`src/rtl/gnd_pkg.sv`:
```
// ----------------------------------------------------------------------------
// gnd_pkg
// Shared constants, word types and the gradient angle table for the 2D
// gradient-noise pipeline.
// ----------------------------------------------------------------------------
package gnd_pkg;

   // Coordinate format: unsigned fixed point with FRAC_BITS fraction bits.
   localparam int COORD_W     = 24;
   localparam int FRAC_BITS   = 8;
   localparam int INT_W       = COORD_W - FRAC_BITS;
   localparam int NUM_CORNERS = 4;

   // Corner order is (x0,y0), (x0+1,y0), (x0,y0+1), (x0+1,y0+1).
   localparam logic [NUM_CORNERS-1:0] X_STEP = 4'b1010;
   localparam logic [NUM_CORNERS-1:0] Y_STEP = 4'b1100;

   // Lattice hash multipliers.
   localparam logic [31:0] HASH_MUL_A = 32'd3284157443;
   localparam logic [31:0] HASH_MUL_B = 32'd1911520717;
   localparam logic [31:0] HASH_MUL_C = 32'd2048419325;

   // Gradient angle table: full circle split into ANGLE_DEPTH steps, stored
   // as one quadrant and unfolded by symmetry.
   localparam int DEPTH_LOG2    = 10;
   localparam int ANGLE_DEPTH   = 1 << DEPTH_LOG2;
   localparam int QTR_LOG2      = DEPTH_LOG2 - 2;
   localparam int QUARTER_DEPTH = 1 << QTR_LOG2;
   localparam logic [63:0] HALF_PI_Q30 = 64'd1686629713;

   // Quadrant codes taken from the top two bits of the angle index.
   localparam logic [1:0] QUAD_FIRST  = 2'd0;
   localparam logic [1:0] QUAD_SECOND = 2'd1;
   localparam logic [1:0] QUAD_THIRD  = 2'd2;
   localparam logic [1:0] QUAD_FOURTH = 2'd3;

   // Datapath widths.
   localparam int TRIG_W      = 15;                       // Q14 magnitude, up to 1.0
   localparam int GRAD_W      = TRIG_W + 1;               // signed Q1.14
   localparam int OFS_W       = FRAC_BITS + 1;            // signed offset
   localparam int MUL_W       = OFS_W + GRAD_W;           // offset times gradient
   localparam int GRAD_SHIFT  = 16 - FRAC_BITS;           // lift dot to Q30
   localparam int DOT_W       = MUL_W + 1 + GRAD_SHIFT;   // Q30 dot product
   localparam int DIFF_W      = DOT_W + 1;
   localparam int BPROD_W     = DIFF_W + OFS_W;
   localparam int P_W         = DOT_W + 1;                // mapped noise, Q31
   localparam int SPAN_W      = 17;
   localparam int SCALE_W     = P_W + SPAN_W;
   localparam int SCALE_SHIFT = 31;
   localparam int T_W         = SCALE_W - SCALE_SHIFT + 1;
   localparam int VALUE_W     = 16;

   // Configuration port.
   localparam int CSR_ADDR_W = 3;
   localparam int CSR_DATA_W = 32;
   localparam int REG_IDX_W  = CSR_ADDR_W - 2;
   localparam logic [REG_IDX_W-1:0] REG_LOWER_BOUND = 1'b0;
   localparam logic [REG_IDX_W-1:0] REG_UPPER_BOUND = 1'b1;

   typedef struct packed {
      logic [FRAC_BITS-1:0] sx;
      logic [FRAC_BITS-1:0] sy;
   } frac_pair_type;

   typedef struct packed {
      logic [NUM_CORNERS-1:0][DEPTH_LOG2-1:0] angle;
      frac_pair_type                          frac;
   } hash_word_type;

   typedef struct packed {
      logic [NUM_CORNERS-1:0][DOT_W-1:0] dot;
      frac_pair_type                     frac;
   } dot_word_type;

   typedef logic [2*TRIG_W-1:0] trig_entry_type;
   typedef trig_entry_type [QUARTER_DEPTH-1:0] trig_rom_type;

   // Builds the first-quadrant table {cos, sin} in Q14. Each entry comes from
   // a Taylor series worked in Q2.30 with truncating steps, clamped at zero
   // and rounded half up.
   function automatic trig_rom_type build_trig_rom();
      trig_rom_type rom;
      logic [63:0]  rem;
      logic [63:0]  th;
      logic [63:0]  th2;
      logic [63:0]  term;
      logic [63:0]  sq_w;
      logic [63:0]  cq_w;
      longint       ssum;
      longint       csum;
      rom = '0;
      for (int j = 0; j < QUARTER_DEPTH; j++) begin
         rem  = 64'(j) * 64'd4;
         th   = rem * HALF_PI_Q30 / ANGLE_DEPTH;
         th2  = (th * th) >> 30;
         term = th;
         ssum = $signed(th);
         for (int n = 1; n <= 6; n++) begin
            term = ((term * th2) >> 30) / 64'((2 * n) * (2 * n + 1));
            if (n % 2 == 1) begin
               ssum = ssum - $signed(term);
            end else begin
               ssum = ssum + $signed(term);
            end
         end
         term = 64'd1 << 30;
         csum = $signed(term);
         for (int n = 1; n <= 6; n++) begin
            term = ((term * th2) >> 30) / 64'((2 * n - 1) * (2 * n));
            if (n % 2 == 1) begin
               csum = csum - $signed(term);
            end else begin
               csum = csum + $signed(term);
            end
         end
         if (ssum < 0) begin
            ssum = 0;
         end
         if (csum < 0) begin
            csum = 0;
         end
         sq_w   = 64'(ssum) + 64'd32768;
         cq_w   = 64'(csum) + 64'd32768;
         rom[j] = {cq_w[TRIG_W+15:16], sq_w[TRIG_W+15:16]};
      end
      return rom;
   endfunction

   localparam trig_rom_type TRIG_ROM = build_trig_rom();

endpackage

```
`src/rtl/gnd_scale.sv`:
```
// ----------------------------------------------------------------------------
// gnd_scale
// Scales the Q31 noise onto the configured bounds and clamps it: first to the
// lower bound, then to the upper bound. The last stage is the result register
// seen on the output channel.
// ----------------------------------------------------------------------------
module gnd_scale (
   input  logic                              clock,
   input  logic                              reset,
   input  logic [gnd_pkg::VALUE_W-1:0]       lower_bound,
   input  logic [gnd_pkg::VALUE_W-1:0]       upper_bound,
   input  logic                              in_valid,
   output logic                              in_stall,
   input  logic signed [gnd_pkg::P_W-1:0]    in_noise,
   output logic                              out_valid,
   input  logic                              out_stall,
   output logic [gnd_pkg::VALUE_W-1:0]       out_value
);

   localparam int STAGES = 2;

   logic [STAGES-1:0] valid_ff;
   logic [STAGES:0]   load;

   logic signed [gnd_pkg::SPAN_W-1:0]  span;
   logic signed [gnd_pkg::SCALE_W-1:0] s0_prod_in;
   logic signed [gnd_pkg::SCALE_W-1:0] s0_prod_ff;
   logic signed [gnd_pkg::T_W-1:0]     lo_t;
   logic signed [gnd_pkg::T_W-1:0]     hi_t;
   logic signed [gnd_pkg::T_W-1:0]     scaled;
   logic signed [gnd_pkg::T_W-1:0]     floor_clamped;
   logic signed [gnd_pkg::T_W-1:0]     clamped;
   logic [gnd_pkg::VALUE_W-1:0]        s1_value_ff;

   // A stage takes a new word when it is empty or its contents move on.
   always_comb begin
      load[STAGES] = !out_stall;
      for (int i = STAGES - 1; i >= 0; i--) begin
         load[i] = !valid_ff[i] || load[i+1];
      end
   end

   assign in_stall  = !load[0];
   assign out_valid = valid_ff[STAGES-1];
   assign out_value = s1_value_ff;

   always_ff @(posedge clock) begin
      if (reset) begin
         valid_ff <= '0;
      end else begin
         if (load[0]) valid_ff[0] <= in_valid;
         for (int i = 1; i < STAGES; i++) begin
            if (load[i]) valid_ff[i] <= valid_ff[i-1];
         end
      end
   end

   // Multiply by the span, then shift down, offset and clamp.
   always_comb begin
      span       = $signed(gnd_pkg::SPAN_W'(upper_bound))
                 - $signed(gnd_pkg::SPAN_W'(lower_bound));
      s0_prod_in = in_noise * span;
      lo_t       = $signed(gnd_pkg::T_W'(lower_bound));
      hi_t       = $signed(gnd_pkg::T_W'(upper_bound));
      scaled     = gnd_pkg::T_W'(s0_prod_ff >>> gnd_pkg::SCALE_SHIFT) + lo_t;
      floor_clamped = (scaled < lo_t) ? lo_t : scaled;
      clamped       = (floor_clamped > hi_t) ? hi_t : floor_clamped;
   end

   always_ff @(posedge clock) begin
      if (load[0]) begin
         s0_prod_ff <= s0_prod_in;
      end
      if (load[1]) begin
         s1_value_ff <= clamped[gnd_pkg::VALUE_W-1:0];
      end
   end

endmodule

```
`config.mk`:
```
export PLATFORM = sky130hd
export DESIGN_NAME = gnd_scale
export DESIGN_NICKNAME = d
export VERILOG_FILES = /design/src/rtl/gnd_pkg.sv /design/src/rtl/gnd_scale.sv
export SDC_FILE = /design/constraint.sdc
export NUM_CORES = 2
export LEC_CHECK = 0
export ABC_AREA = 1
export ABC_CLOCK_PERIOD_IN_PS = 9400
export BUFFER_PORTS_ARGS = -buffer_cell sky130_fd_sc_hd__buf_2
export CORE_ASPECT_RATIO = 1.5
export CORE_MARGIN = 2
export CORE_UTILIZATION = 52
export DETAILED_ROUTE_END_ITERATION = 8
export PLACE_DENSITY = 0.75
export SLEW_MARGIN = 20
export SYNTH_ARGS = -nofsm -noshare
export SYNTH_HDL_FRONTEND = slang
export SYNTH_SLANG_ARGS = --single-unit
```
`constraint.sdc`:
```
create_clock -name clock -period 9.4 [get_ports clock]
set_input_delay 0.94 -clock clock [delete_from_list [all_inputs] [get_ports clock]]
set_output_delay 0.94 -clock clock [all_outputs]
set_load 0.03 [all_outputs]
```
==> key figures <==
Detailed routing
  • Drt drc: 0
  • Vias: between 20,000 and 25,000
  • Antenna-violating nets left: 0
  • Drt via density: ~5.4
  • Iter 0 DRT Violations: ~1,300
  • Initial DRT Pass Iterations: 7
  • Final WL: ~71 mm
  • WL/cell: 18.81 µm

Critical path
  • Element type at the critical path end: register
  • CP required: roughly 9500 ps
  • CP max-delay cell: fa_1
  • Worst Path Max Fanout: 29
  • Critical Path Max Stage Delay: 550 ps
  • Arr. time, crit path: 8700 ps
  • Crit path kind: in2reg
  • Startpoint Class: primary input

Logic synthesis
  • Synth Flop Type: edfxtp_1
  • Ys Warns: 0
  • Register bit total from synthesis: 39
  • Cell accounting for the most synthesized area: fa_1
  • Post-synthesis cell type count: 45
  • Ys async rst share: 0%
  • Syn Area/Cell: approximately 7.8 µm²
  • Post-Syn Instances: between 3,000 and 4,000
  • Sequential cell area fraction in the yosys report: between 4 and 5%
  • Synth top area cells: fa_1, inv_1, nand2_1
  • Post-synth EDFFs: 37
  • Top-area cell type share of the netlist area: between 40% and 50%
  • Post-synth net total: just under 4,000
  • Mapped cell area: ~0.024 mm²

STA
  • Fmax: 115.6 MHz
  • Final min period: between 8000 and 9000 ps
  • Slew Viols, Final: 0
  • Normalized max-slew margin: roughly 39%
  • Crit share post-route: 91.99%
  • Setup repair after global routing missed its margin: false
  • Hold Violations, Final: 0
  • Setup Skew: slightly below 7 ps
  • Tightest Pin Transition: 918.3 ps
  • Final worst slack: 752.6 ps
  • Final setup fails: 0
  • Final TNS setup: 0 ps

Job
  • Max-Cap Viols: 0

Placement
  • GPL Wtd Cong: around 1
  • DP Cell Count: roughly 3,700
  • HPWL after DPL: roughly 60 mm
  • Place WS: about 600 ps
  • PortBufs: 88
  • Placed cell areas: between 0.02 and 0.03 mm²

Clock tree
  • Clock Pin Slew Worst Setup and Hold Paths: ~60 ps
  • Htree depth: 2
  • Cts bufs inserted: 5
  • Buffer depth of the longest clock path: 2
  • Clk sink count: 39
  • Post-CTS sizing: 0
  • TritonCTS clock tree: yes
  • Root buffer cell: clkbuf_16
  • Skew-Pair Late Insertion Delay: around 290 ps
  • CTS hold repair buffers: 0
  • Post-CTS Repair Setup Buffers: 0

Floorplanning
  • Die area: 0.04887 mm²
  • Core outline area: around 0.047 mm²
  • Die width: ~180 µm
  • Initial Util: 52.53%
  • Number of core rows: 97
  • Num ports: 89
  • DIE HEIGHT: approximately 270 µm

Global routing
  • Tot GR Track Use: ~30%
  • Largest net degree at the start of global routing: 35
  • Vias in the first global route: 22,390
  • Antenna violations before repair: 1
  • Total gr overflow: 0
  • First-pass GRT wire length: approximately 110 mm

Final layout
  • Final antenna diode count: 0
  • Most frequent cells in the layout: inv_1, nand2_1, fa_1, nor2_1, ha_1
  • Synth-to-Final Area Change: 4.671%
  • Post-route cell area: 0.02562 mm²
  • Final-layout fill cell count: approximately 4,300
  • Nets@finish: ~4,000
  • Commonest non-fill, non-tap cell in the layout: inv_1
  • Share of cells above drive strength 1: 4.590%
  • Cell Count, Final, Fillers Out: between 3,000 and 4,000

Worst hold path
  • HP Class: reg2reg

Outcome
  • Outcome: completed
==> metal layers <==
layer	vias to the layer above	GRT usage, %	part of all wire [%]
met2	784	54.64	51
li1	9116	-	-
met3	252	2.472	5.4
met4	2	19.19	7.6
met5	-	0	0.016
met1	10090	33.77	36
==> cell families after synthesis <==
logic type | Yosys count | synth area share (%)
xor+xnor | 39 | 1.395
buf+inv | 960 | 15.01
compound gates | 229 | 5.244
fa+ha+maj | 748 | 55.62
flops | 39 | 4.702
simple gates | 1113 | 18.04
==> sequential cells by signal, summed over array words and instances (netlist names) <==
name,cells
s0_prod_ff,21
out_value,16
valid_ff,2
==> final timing paths <==
| path | from | to | slack [ps] | depth (start not counted) |
|---|---|---|---|---|
| setup / recovery | lower_bound[7] | s0_prod_ff[44]$_DFFE_PN_ | 750 | 33 |
| hold reg to reg | valid_ff[0]$_SDFFE_PP0N_ | valid_ff[1]$_SDFFE_PP0P_ | 460 | 2 |
| hold / removal | valid_ff[0]$_SDFFE_PP0N_ | valid_ff[1]$_SDFFE_PP0P_ | 460 | 2 |
| setup reg to reg | s0_prod_ff[31]$_DFFE_PN_ | out_value[15]$_DFFE_PP_ | 2870 | 32 |
==> critical path: cells and delay by family <==
family,cells,cell delay [ps]
buffers and inverters,8,920
adders and majority gates,8,3700
and+or+nand+nor,11,1610
AOI/OAI and AO/OA,6,1500
==> synth_stat cells (3+ instances only) <==
cell,instances
o21ai_0,70
nand2_2,6
nor3_1,13
nand4_1,15
xor2_1,22
buf_2,14
inv_1,862
buf_4,5
a21oi_1,103
a21boi_0,3
nand3_1,59
nor4_1,8
a21o_1,9
nor2_1,318
fa_1,567
inv_2,3
nand2_1,672
or2_2,8
o21a_1,8
o211ai_1,4
ha_1,181
o31ai_1,4
buf_6,3
nand3b_1,5
clkbuf_1,68
o21bai_1,8
xnor2_1,17
edfxtp_1,37
clkinv_1,4
a31oi_1,13
==> per-stage QoR <==
stage | hold slack (ps) | utilization (%)
global placement | 457.9 | 54.69
finish | 460.3 | 54.98
global route | 478.7 | 54.98
CTS | 462.4 | 54.98
floorplan | 430.1 | -
detailed placement | 454.7 | 54.69
==> area by class of cell <==
type / count / area (µm²) / share of cell area (%)
flip-flops and latches: 39 / 1151 / 4.492
repair buffers: 114 / 673.1 / 2.627
well taps: 594 / 743.2 / 2.900
inverters: 869 / 3262 / 12.73
multi-input cells: 2129 / 19660 / 76.72
clock inverters: 2 / 7.507 / 0.02930
clock buffers: 6 / 128.9 / 0.5029
Power is not shown: default switching activity piles up to over one toggle a cycle in this logic, so the estimate is an artifact.
