## config.mk

```make
export PLATFORM = sky130hd
export DESIGN_NAME = gnd_blend
export DESIGN_NICKNAME = d
export VERILOG_FILES = /design/src/rtl/gnd_pkg.sv /design/src/rtl/gnd_blend.sv
export SDC_FILE = /design/constraint.sdc
export NUM_CORES = 2
export LEC_CHECK = 0
export BUFFER_PORTS_ARGS = -buffer_cell sky130_fd_sc_hd__buf_2
export CAP_MARGIN = 15
export CELL_PAD_IN_SITES_DETAIL_PLACEMENT = 0
export CELL_PAD_IN_SITES_GLOBAL_PLACEMENT = 1
export CORE_ASPECT_RATIO = 0.7
export CORE_UTILIZATION = 32
export CTS_CLUSTER_DIAMETER = 80
export DETAILED_ROUTE_END_ITERATION = 7
export GPL_TIMING_DRIVEN = 0
export PLACE_DENSITY_LB_ADDON = 0.1
export SLEW_MARGIN = 20
export SYNTH_ARGS = -nofsm -noshare
export SYNTH_HDL_FRONTEND = slang
export SYNTH_SLANG_ARGS = --single-unit
```

## constraint.sdc

```tcl
create_clock -name clock -period 10.8 [get_ports clock]
set_input_delay 1.08 -clock clock [delete_from_list [all_inputs] [get_ports clock]]
set_output_delay 1.08 -clock clock [all_outputs]
set_load 0.02 [all_outputs]
```

## src/rtl/gnd_pkg.sv

```systemverilog
// ----------------------------------------------------------------------------
// gnd_pkg
// Shared constants, word types and the gradient angle table for the 2D
// gradient-noise pipeline.
// ----------------------------------------------------------------------------
package gnd_pkg;

   // Coordinate format: unsigned fixed point with FRAC_BITS fraction bits.
   localparam int COORD_W     = 24;
   localparam int FRAC_BITS   = 8;
   localparam int INT_W       = COORD_W - FRAC_BITS;
   localparam int NUM_CORNERS = 4;

   // Corner order is (x0,y0), (x0+1,y0), (x0,y0+1), (x0+1,y0+1).
   localparam logic [NUM_CORNERS-1:0] X_STEP = 4'b1010;
   localparam logic [NUM_CORNERS-1:0] Y_STEP = 4'b1100;

   // Lattice hash multipliers.
   localparam logic [31:0] HASH_MUL_A = 32'd3284157443;
   localparam logic [31:0] HASH_MUL_B = 32'd1911520717;
   localparam logic [31:0] HASH_MUL_C = 32'd2048419325;

   // Gradient angle table: full circle split into ANGLE_DEPTH steps, stored
   // as one quadrant and unfolded by symmetry.
   localparam int DEPTH_LOG2    = 10;
   localparam int ANGLE_DEPTH   = 1 << DEPTH_LOG2;
   localparam int QTR_LOG2      = DEPTH_LOG2 - 2;
   localparam int QUARTER_DEPTH = 1 << QTR_LOG2;
   localparam logic [63:0] HALF_PI_Q30 = 64'd1686629713;

   // Quadrant codes taken from the top two bits of the angle index.
   localparam logic [1:0] QUAD_FIRST  = 2'd0;
   localparam logic [1:0] QUAD_SECOND = 2'd1;
   localparam logic [1:0] QUAD_THIRD  = 2'd2;
   localparam logic [1:0] QUAD_FOURTH = 2'd3;

   // Datapath widths.
   localparam int TRIG_W      = 15;                       // Q14 magnitude, up to 1.0
   localparam int GRAD_W      = TRIG_W + 1;               // signed Q1.14
   localparam int OFS_W       = FRAC_BITS + 1;            // signed offset
   localparam int MUL_W       = OFS_W + GRAD_W;           // offset times gradient
   localparam int GRAD_SHIFT  = 16 - FRAC_BITS;           // lift dot to Q30
   localparam int DOT_W       = MUL_W + 1 + GRAD_SHIFT;   // Q30 dot product
   localparam int DIFF_W      = DOT_W + 1;
   localparam int BPROD_W     = DIFF_W + OFS_W;
   localparam int P_W         = DOT_W + 1;                // mapped noise, Q31
   localparam int SPAN_W      = 17;
   localparam int SCALE_W     = P_W + SPAN_W;
   localparam int SCALE_SHIFT = 31;
   localparam int T_W         = SCALE_W - SCALE_SHIFT + 1;
   localparam int VALUE_W     = 16;

   // Configuration port.
   localparam int CSR_ADDR_W = 3;
   localparam int CSR_DATA_W = 32;
   localparam int REG_IDX_W  = CSR_ADDR_W - 2;
   localparam logic [REG_IDX_W-1:0] REG_LOWER_BOUND = 1'b0;
   localparam logic [REG_IDX_W-1:0] REG_UPPER_BOUND = 1'b1;

   typedef struct packed {
      logic [FRAC_BITS-1:0] sx;
      logic [FRAC_BITS-1:0] sy;
   } frac_pair_type;

   typedef struct packed {
      logic [NUM_CORNERS-1:0][DEPTH_LOG2-1:0] angle;
      frac_pair_type                          frac;
   } hash_word_type;

   typedef struct packed {
      logic [NUM_CORNERS-1:0][DOT_W-1:0] dot;
      frac_pair_type                     frac;
   } dot_word_type;

   typedef logic [2*TRIG_W-1:0] trig_entry_type;
   typedef trig_entry_type [QUARTER_DEPTH-1:0] trig_rom_type;

   // Builds the first-quadrant table {cos, sin} in Q14. Each entry comes from
   // a Taylor series worked in Q2.30 with truncating steps, clamped at zero
   // and rounded half up.
   function automatic trig_rom_type build_trig_rom();
      trig_rom_type rom;
      logic [63:0]  rem;
      logic [63:0]  th;
      logic [63:0]  th2;
      logic [63:0]  term;
      logic [63:0]  sq_w;
      logic [63:0]  cq_w;
      longint       ssum;
      longint       csum;
      rom = '0;
      for (int j = 0; j < QUARTER_DEPTH; j++) begin
         rem  = 64'(j) * 64'd4;
         th   = rem * HALF_PI_Q30 / ANGLE_DEPTH;
         th2  = (th * th) >> 30;
         term = th;
         ssum = $signed(th);
         for (int n = 1; n <= 6; n++) begin
            term = ((term * th2) >> 30) / 64'((2 * n) * (2 * n + 1));
            if (n % 2 == 1) begin
               ssum = ssum - $signed(term);
            end else begin
               ssum = ssum + $signed(term);
            end
         end
         term = 64'd1 << 30;
         csum = $signed(term);
         for (int n = 1; n <= 6; n++) begin
            term = ((term * th2) >> 30) / 64'((2 * n - 1) * (2 * n));
            if (n % 2 == 1) begin
               csum = csum - $signed(term);
            end else begin
               csum = csum + $signed(term);
            end
         end
         if (ssum < 0) begin
            ssum = 0;
         end
         if (csum < 0) begin
            csum = 0;
         end
         sq_w   = 64'(ssum) + 64'd32768;
         cq_w   = 64'(csum) + 64'd32768;
         rom[j] = {cq_w[TRIG_W+15:16], sq_w[TRIG_W+15:16]};
      end
      return rom;
   endfunction

   localparam trig_rom_type TRIG_ROM = build_trig_rom();

endpackage

```

## src/rtl/gnd_blend.sv

```systemverilog
// ----------------------------------------------------------------------------
// gnd_blend
// Linear blend of the four corner dots: along x for both rows, then along y
// between the rows, and the map v + 1/2 into Q31. Each blend takes three
// stages: difference, multiply by the weight, floor shift and add.
// ----------------------------------------------------------------------------
module gnd_blend (
   input  logic                              clock,
   input  logic                              reset,
   input  logic                              in_valid,
   output logic                              in_stall,
   input  gnd_pkg::dot_word_type             in_word,
   output logic                              out_valid,
   input  logic                              out_stall,
   output logic signed [gnd_pkg::P_W-1:0]    out_noise
);

   localparam int STAGES = 6;
   localparam logic signed [gnd_pkg::P_W-1:0] ONE_Q30 = gnd_pkg::P_W'(64'd1 << 30);

   logic [STAGES-1:0] valid_ff;
   logic [STAGES:0]   load;

   // Row differences.
   logic signed [gnd_pkg::DOT_W-1:0]   s0_n0_ff;
   logic signed [gnd_pkg::DOT_W-1:0]   s0_n2_ff;
   logic signed [gnd_pkg::DIFF_W-1:0]  s0_d0_in;
   logic signed [gnd_pkg::DIFF_W-1:0]  s0_d1_in;
   logic signed [gnd_pkg::DIFF_W-1:0]  s0_d0_ff;
   logic signed [gnd_pkg::DIFF_W-1:0]  s0_d1_ff;
   gnd_pkg::frac_pair_type             s0_frac_ff;

   // Row differences times the x weight.
   logic signed [gnd_pkg::DOT_W-1:0]   s1_n0_ff;
   logic signed [gnd_pkg::DOT_W-1:0]   s1_n2_ff;
   logic signed [gnd_pkg::BPROD_W-1:0] s1_m0_in;
   logic signed [gnd_pkg::BPROD_W-1:0] s1_m1_in;
   logic signed [gnd_pkg::BPROD_W-1:0] s1_m0_ff;
   logic signed [gnd_pkg::BPROD_W-1:0] s1_m1_ff;
   logic [gnd_pkg::FRAC_BITS-1:0]      s1_sy_ff;

   // Row results.
   logic signed [gnd_pkg::DOT_W-1:0]   s2_r0_in;
   logic signed [gnd_pkg::DOT_W-1:0]   s2_r1_in;
   logic signed [gnd_pkg::DOT_W-1:0]   s2_r0_ff;
   logic signed [gnd_pkg::DOT_W-1:0]   s2_r1_ff;
   logic [gnd_pkg::FRAC_BITS-1:0]      s2_sy_ff;

   // Column difference.
   logic signed [gnd_pkg::DOT_W-1:0]   s3_r0_ff;
   logic signed [gnd_pkg::DIFF_W-1:0]  s3_dr_in;
   logic signed [gnd_pkg::DIFF_W-1:0]  s3_dr_ff;
   logic [gnd_pkg::FRAC_BITS-1:0]      s3_sy_ff;

   // Column difference times the y weight.
   logic signed [gnd_pkg::DOT_W-1:0]   s4_r0_ff;
   logic signed [gnd_pkg::BPROD_W-1:0] s4_m_in;
   logic signed [gnd_pkg::BPROD_W-1:0] s4_m_ff;

   // Blended and mapped noise.
   logic signed [gnd_pkg::P_W-1:0]     s5_p_in;
   logic signed [gnd_pkg::P_W-1:0]     s5_p_ff;

   // A stage takes a new word when it is empty or its contents move on.
   always_comb begin
      load[STAGES] = !out_stall;
      for (int i = STAGES - 1; i >= 0; i--) begin
         load[i] = !valid_ff[i] || load[i+1];
      end
   end

   assign in_stall  = !load[0];
   assign out_valid = valid_ff[STAGES-1];
   assign out_noise = s5_p_ff;

   always_ff @(posedge clock) begin
      if (reset) begin
         valid_ff <= '0;
      end else begin
         if (load[0]) valid_ff[0] <= in_valid;
         for (int i = 1; i < STAGES; i++) begin
            if (load[i]) valid_ff[i] <= valid_ff[i-1];
         end
      end
   end

   // Blend arithmetic; an arithmetic right shift gives the floor.
   always_comb begin
      s0_d0_in = gnd_pkg::DIFF_W'($signed(in_word.dot[1]))
               - gnd_pkg::DIFF_W'($signed(in_word.dot[0]));
      s0_d1_in = gnd_pkg::DIFF_W'($signed(in_word.dot[3]))
               - gnd_pkg::DIFF_W'($signed(in_word.dot[2]));
      s1_m0_in = s0_d0_ff * $signed({1'b0, s0_frac_ff.sx});
      s1_m1_in = s0_d1_ff * $signed({1'b0, s0_frac_ff.sx});
      s2_r0_in = s1_n0_ff + gnd_pkg::DOT_W'(s1_m0_ff >>> gnd_pkg::FRAC_BITS);
      s2_r1_in = s1_n2_ff + gnd_pkg::DOT_W'(s1_m1_ff >>> gnd_pkg::FRAC_BITS);
      s3_dr_in = gnd_pkg::DIFF_W'(s2_r1_ff) - gnd_pkg::DIFF_W'(s2_r0_ff);
      s4_m_in  = s3_dr_ff * $signed({1'b0, s3_sy_ff});
      s5_p_in  = gnd_pkg::P_W'(s4_r0_ff)
               + gnd_pkg::P_W'(s4_m_ff >>> gnd_pkg::FRAC_BITS) + ONE_Q30;
   end

   always_ff @(posedge clock) begin
      if (load[0]) begin
         s0_n0_ff   <= $signed(in_word.dot[0]);
         s0_n2_ff   <= $signed(in_word.dot[2]);
         s0_d0_ff   <= s0_d0_in;
         s0_d1_ff   <= s0_d1_in;
         s0_frac_ff <= in_word.frac;
      end
      if (load[1]) begin
         s1_n0_ff <= s0_n0_ff;
         s1_n2_ff <= s0_n2_ff;
         s1_m0_ff <= s1_m0_in;
         s1_m1_ff <= s1_m1_in;
         s1_sy_ff <= s0_frac_ff.sy;
      end
      if (load[2]) begin
         s2_r0_ff <= s2_r0_in;
         s2_r1_ff <= s2_r1_in;
         s2_sy_ff <= s1_sy_ff;
      end
      if (load[3]) begin
         s3_r0_ff <= s2_r0_ff;
         s3_dr_ff <= s3_dr_in;
         s3_sy_ff <= s2_sy_ff;
      end
      if (load[4]) begin
         s4_r0_ff <= s3_r0_ff;
         s4_m_ff  <= s4_m_in;
      end
      if (load[5]) begin
         s5_p_ff <= s5_p_in;
      end
   end

endmodule

```

==> flow_summary.toml <==
[synthesis]
synth_seq_cells = 561
ys_types = 85
syn_nets = 6486
synthFlopType = "edfxtp_1"
avgSynthCellArea_um2 = 10.4
synthArstFlopShare = 0
synth-edff-count = 555
synthCells = 5217
syn_area_mm2 = 0.0543
synth-seq-area-share = 0.309
yosys_warnings = 0

[sta]
worst_pin_slew_ns = 1.24
finalCritPeriodShare = 0.696
slew_headroom = 0.173
holdWs_ns = 0.406
final_hold_viol_count = 0
rsz0062_at_grt = "no"
clock_skew_ns = 0.0246
setup_tns_ns = 0
setup_violations = 0
drv_slew = 0
min_period_ns = 7.51
clock.fmax_mhz = 133

[die]
die_x_um = 494
initial_utilization = 0.322
core_area_mm2 = 0.169
rows = 126
fp.dieH_um = 347
io_pins = 193
die_area_mm2 = 0.171

[clocking]
cts_tree = "done"
clkTransAtPathRegs_ns = 0.06
cts_buffers = 74
post_cts_resized = 0
clkSinkCount = 561
clock-root-buffer = "clkbuf_16"
post-cts-setup-buffers = 0
clk_latency_ns = 0.69
ctsLongestPathBuffers = 3
cts_htree_levels = 3
hold_buffers = 0

[global_routing]
track_usage = 0.190
antenna_found_initial = 14
grt_max_degree = 57
grt_pass1_vias = 37200
grt_pass1_wl_mm = 243
grt_overflow = 0

[placement]
place_area_mm2 = 0.0584
place_inst = 7660
dp_hpwl_mm = 131
io_buffers = 192
finalWeightedCongestion = 0.817

[drt]
drt-pass1-iter-count = 5
vias_per_cell = 4.67
drt_drc_violations_left = 0
num_vias = 36400
wirelength_mm = 159
initialDrtViolationCount = 2198
drtAntennaViolNets = 0
wl_per_cell_um = 20.4

[final_layout]
drive_gt1_frac = 0.0671
seq_area_mm2 = 0.0168
final_common_cell = "inv_1"
fillers = 17000
final_cell_area_mm2 = 0.0610
syn_to_final_growth_pct = 12.3
multiInputGateArea_mm2 = 0.0336
layout_common_cells = "inv_1 (945), fa_1 (639), edfxtp_1 (555), and2_1 (525), ha_1 (474)"
nets = 6765
final_cell_count_no_fill = 7806

[worst_setup_path]
worst_ep_arrival_time_ns = 7.93
crit_fanout = 10
path_class = "flip-flop to flip-flop"
timing.rr.start = "s0_frac_ff[11]$_DFFE_PN_"
cp.required_ns = 11.21
reg2reg_depth = 20
critPathCaptureType = "flip-flop"
regToRegEndpoint = "s1_m0_ff[40]$_DFFE_PP_"
r2r_slack_ns = 3.29
start_kind = "flip-flop"

[status]
outcome = "completed"

[min_path]
hp-start = "s3_r0_ff[27]$_DFFE_PP_"
hold_end = "s4_r0_ff[27]$_DFFE_PP_"
worstHoldPathCells = 0
min_path_type = "flip-flop to flip-flop"

[job]
drv_cap = 0
==> synth_stat cells, drive strengths merged (58+ instances only) <==
| cell type | count | area (um^2) |
|---|---|---|
| fa | 639 | 12800 |
| o21ai | 122 | 614 |
| xnor2 | 173 | 1520 |
| nand2 | 439 | 1650 |
| nor2 | 201 | 754 |
| inv | 947 | 3550 |
| nor3 | 63 | 325 |
| xor2 | 77 | 674 |
| a21o | 136 | 1020 |
| and2 | 525 | 3280 |
| edfxtp | 555 | 16700 |
| clkbuf | 98 | 368 |
| ha | 474 | 5930 |
| a21oi | 225 | 1130 |
| nand3 | 58 | 295 |
==> worst max-delay path by stage <==
stage	start	endpoint	slack, ns	cells after the start
floorplan	out_stall	in_stall	3.39	4
global route	s0_frac_ff[10]$_DFFE_PN_	s1_m0_ff[40]$_DFFE_PP_	2.86	21
finish	s0_frac_ff[11]$_DFFE_PN_	s1_m0_ff[40]$_DFFE_PP_	3.29	20
detailed placement	s0_frac_ff[10]$_DFFE_PN_	s1_m0_ff[40]$_DFFE_PP_	3.22	21
global placement	out_stall	s0_frac_ff[12]$_DFFE_PN_	-0.40	4
CTS	s0_frac_ff[10]$_DFFE_PN_	s1_m0_ff[40]$_DFFE_PP_	3.19	21
==> critical path: stages (launching register included) <==
cell      delay, ns
edfxtp_1       0.67
clkbuf_1       0.97
nand2_1        0.19
fa_1           0.62
fa_1           0.56
inv_1          0.05
fa_1           0.47
inv_1          0.05
fa_1           0.47
inv_1          0.04
ha_1           0.19
or3_1          0.33
a311oi_1       0.34
nor3b_2        0.40
nor3_2         0.13
o211ai_2       0.38
and2_1         0.27
o31ai_2        0.15
a311oi_1       0.57
o221ai_1       0.22
nor3b_1        0.18
==> state kept, by name, summed over array words and instances (netlist names), 8 cells and up <==
name        flops
out_noise      35
s0_d0_ff       35
s0_d1_ff       35
s3_dr_ff       35
s4_m_ff        35
s0_n0_ff       34
s0_n2_ff       34
s1_m0_ff       34
s1_m1_ff       34
s1_n0_ff       34
s1_n2_ff       34
s2_r0_ff       34
s2_r1_ff       34
s3_r0_ff       34
s4_r0_ff       34
s0_frac_ff     16
s1_sy_ff        8
s2_sy_ff        8
s3_sy_ff        8
==> final cells by class <==
class,instances,area share
clock inverter,57,0.0112
clock buffer,80,0.0307
timing repair buffer,203,0.0205
inverter,947,0.0584
antenna,9,0.000369
sequential,561,0.275
buffer,103,0.00663
tap,2240,0.0460
multi-input combinational,3606,0.551
==> through the flow <==
step                      utilization  worst slack (ns)
after floorplan                     -              3.39
after global placement          0.344            -0.402
after detailed placement        0.346              3.22
after CTS                       0.362              3.19
after global routing            0.362              2.86
final                           0.362              3.29
==> cells by family (layout without fill, tap and decap cells) <==
kind of cell / after synthesis / count (layout) / synth area share
AOI/OAI and AO/OA: 759 / 759 / 0.0924
xor gates and xnor gates: 250 / 250 / 0.0403
adders and majority gates: 1113 / 1113 / 0.345
buffers and inverters: 1050 / 1390 / 0.0727
DFF: 561 / 561 / 0.309
muxes: 1 / 1 / 0.000184
other: 0 / 9 / 0
and+or+nand+nor: 1483 / 1483 / 0.140
==> layer usage <==
metal  GRT usage  vias to the layer above  wire length (um)
li1            -                    17700                 -
met1       0.301                    18000             85500
met2       0.265                      590             63100
met3      0.0322                      130              7310
met4      0.0368                        2              3060
met5           0                        -                13
Power is left out: the tool's default activity adds up to more than one toggle a clock period on the data nets, which glitch-free logic cannot reach.
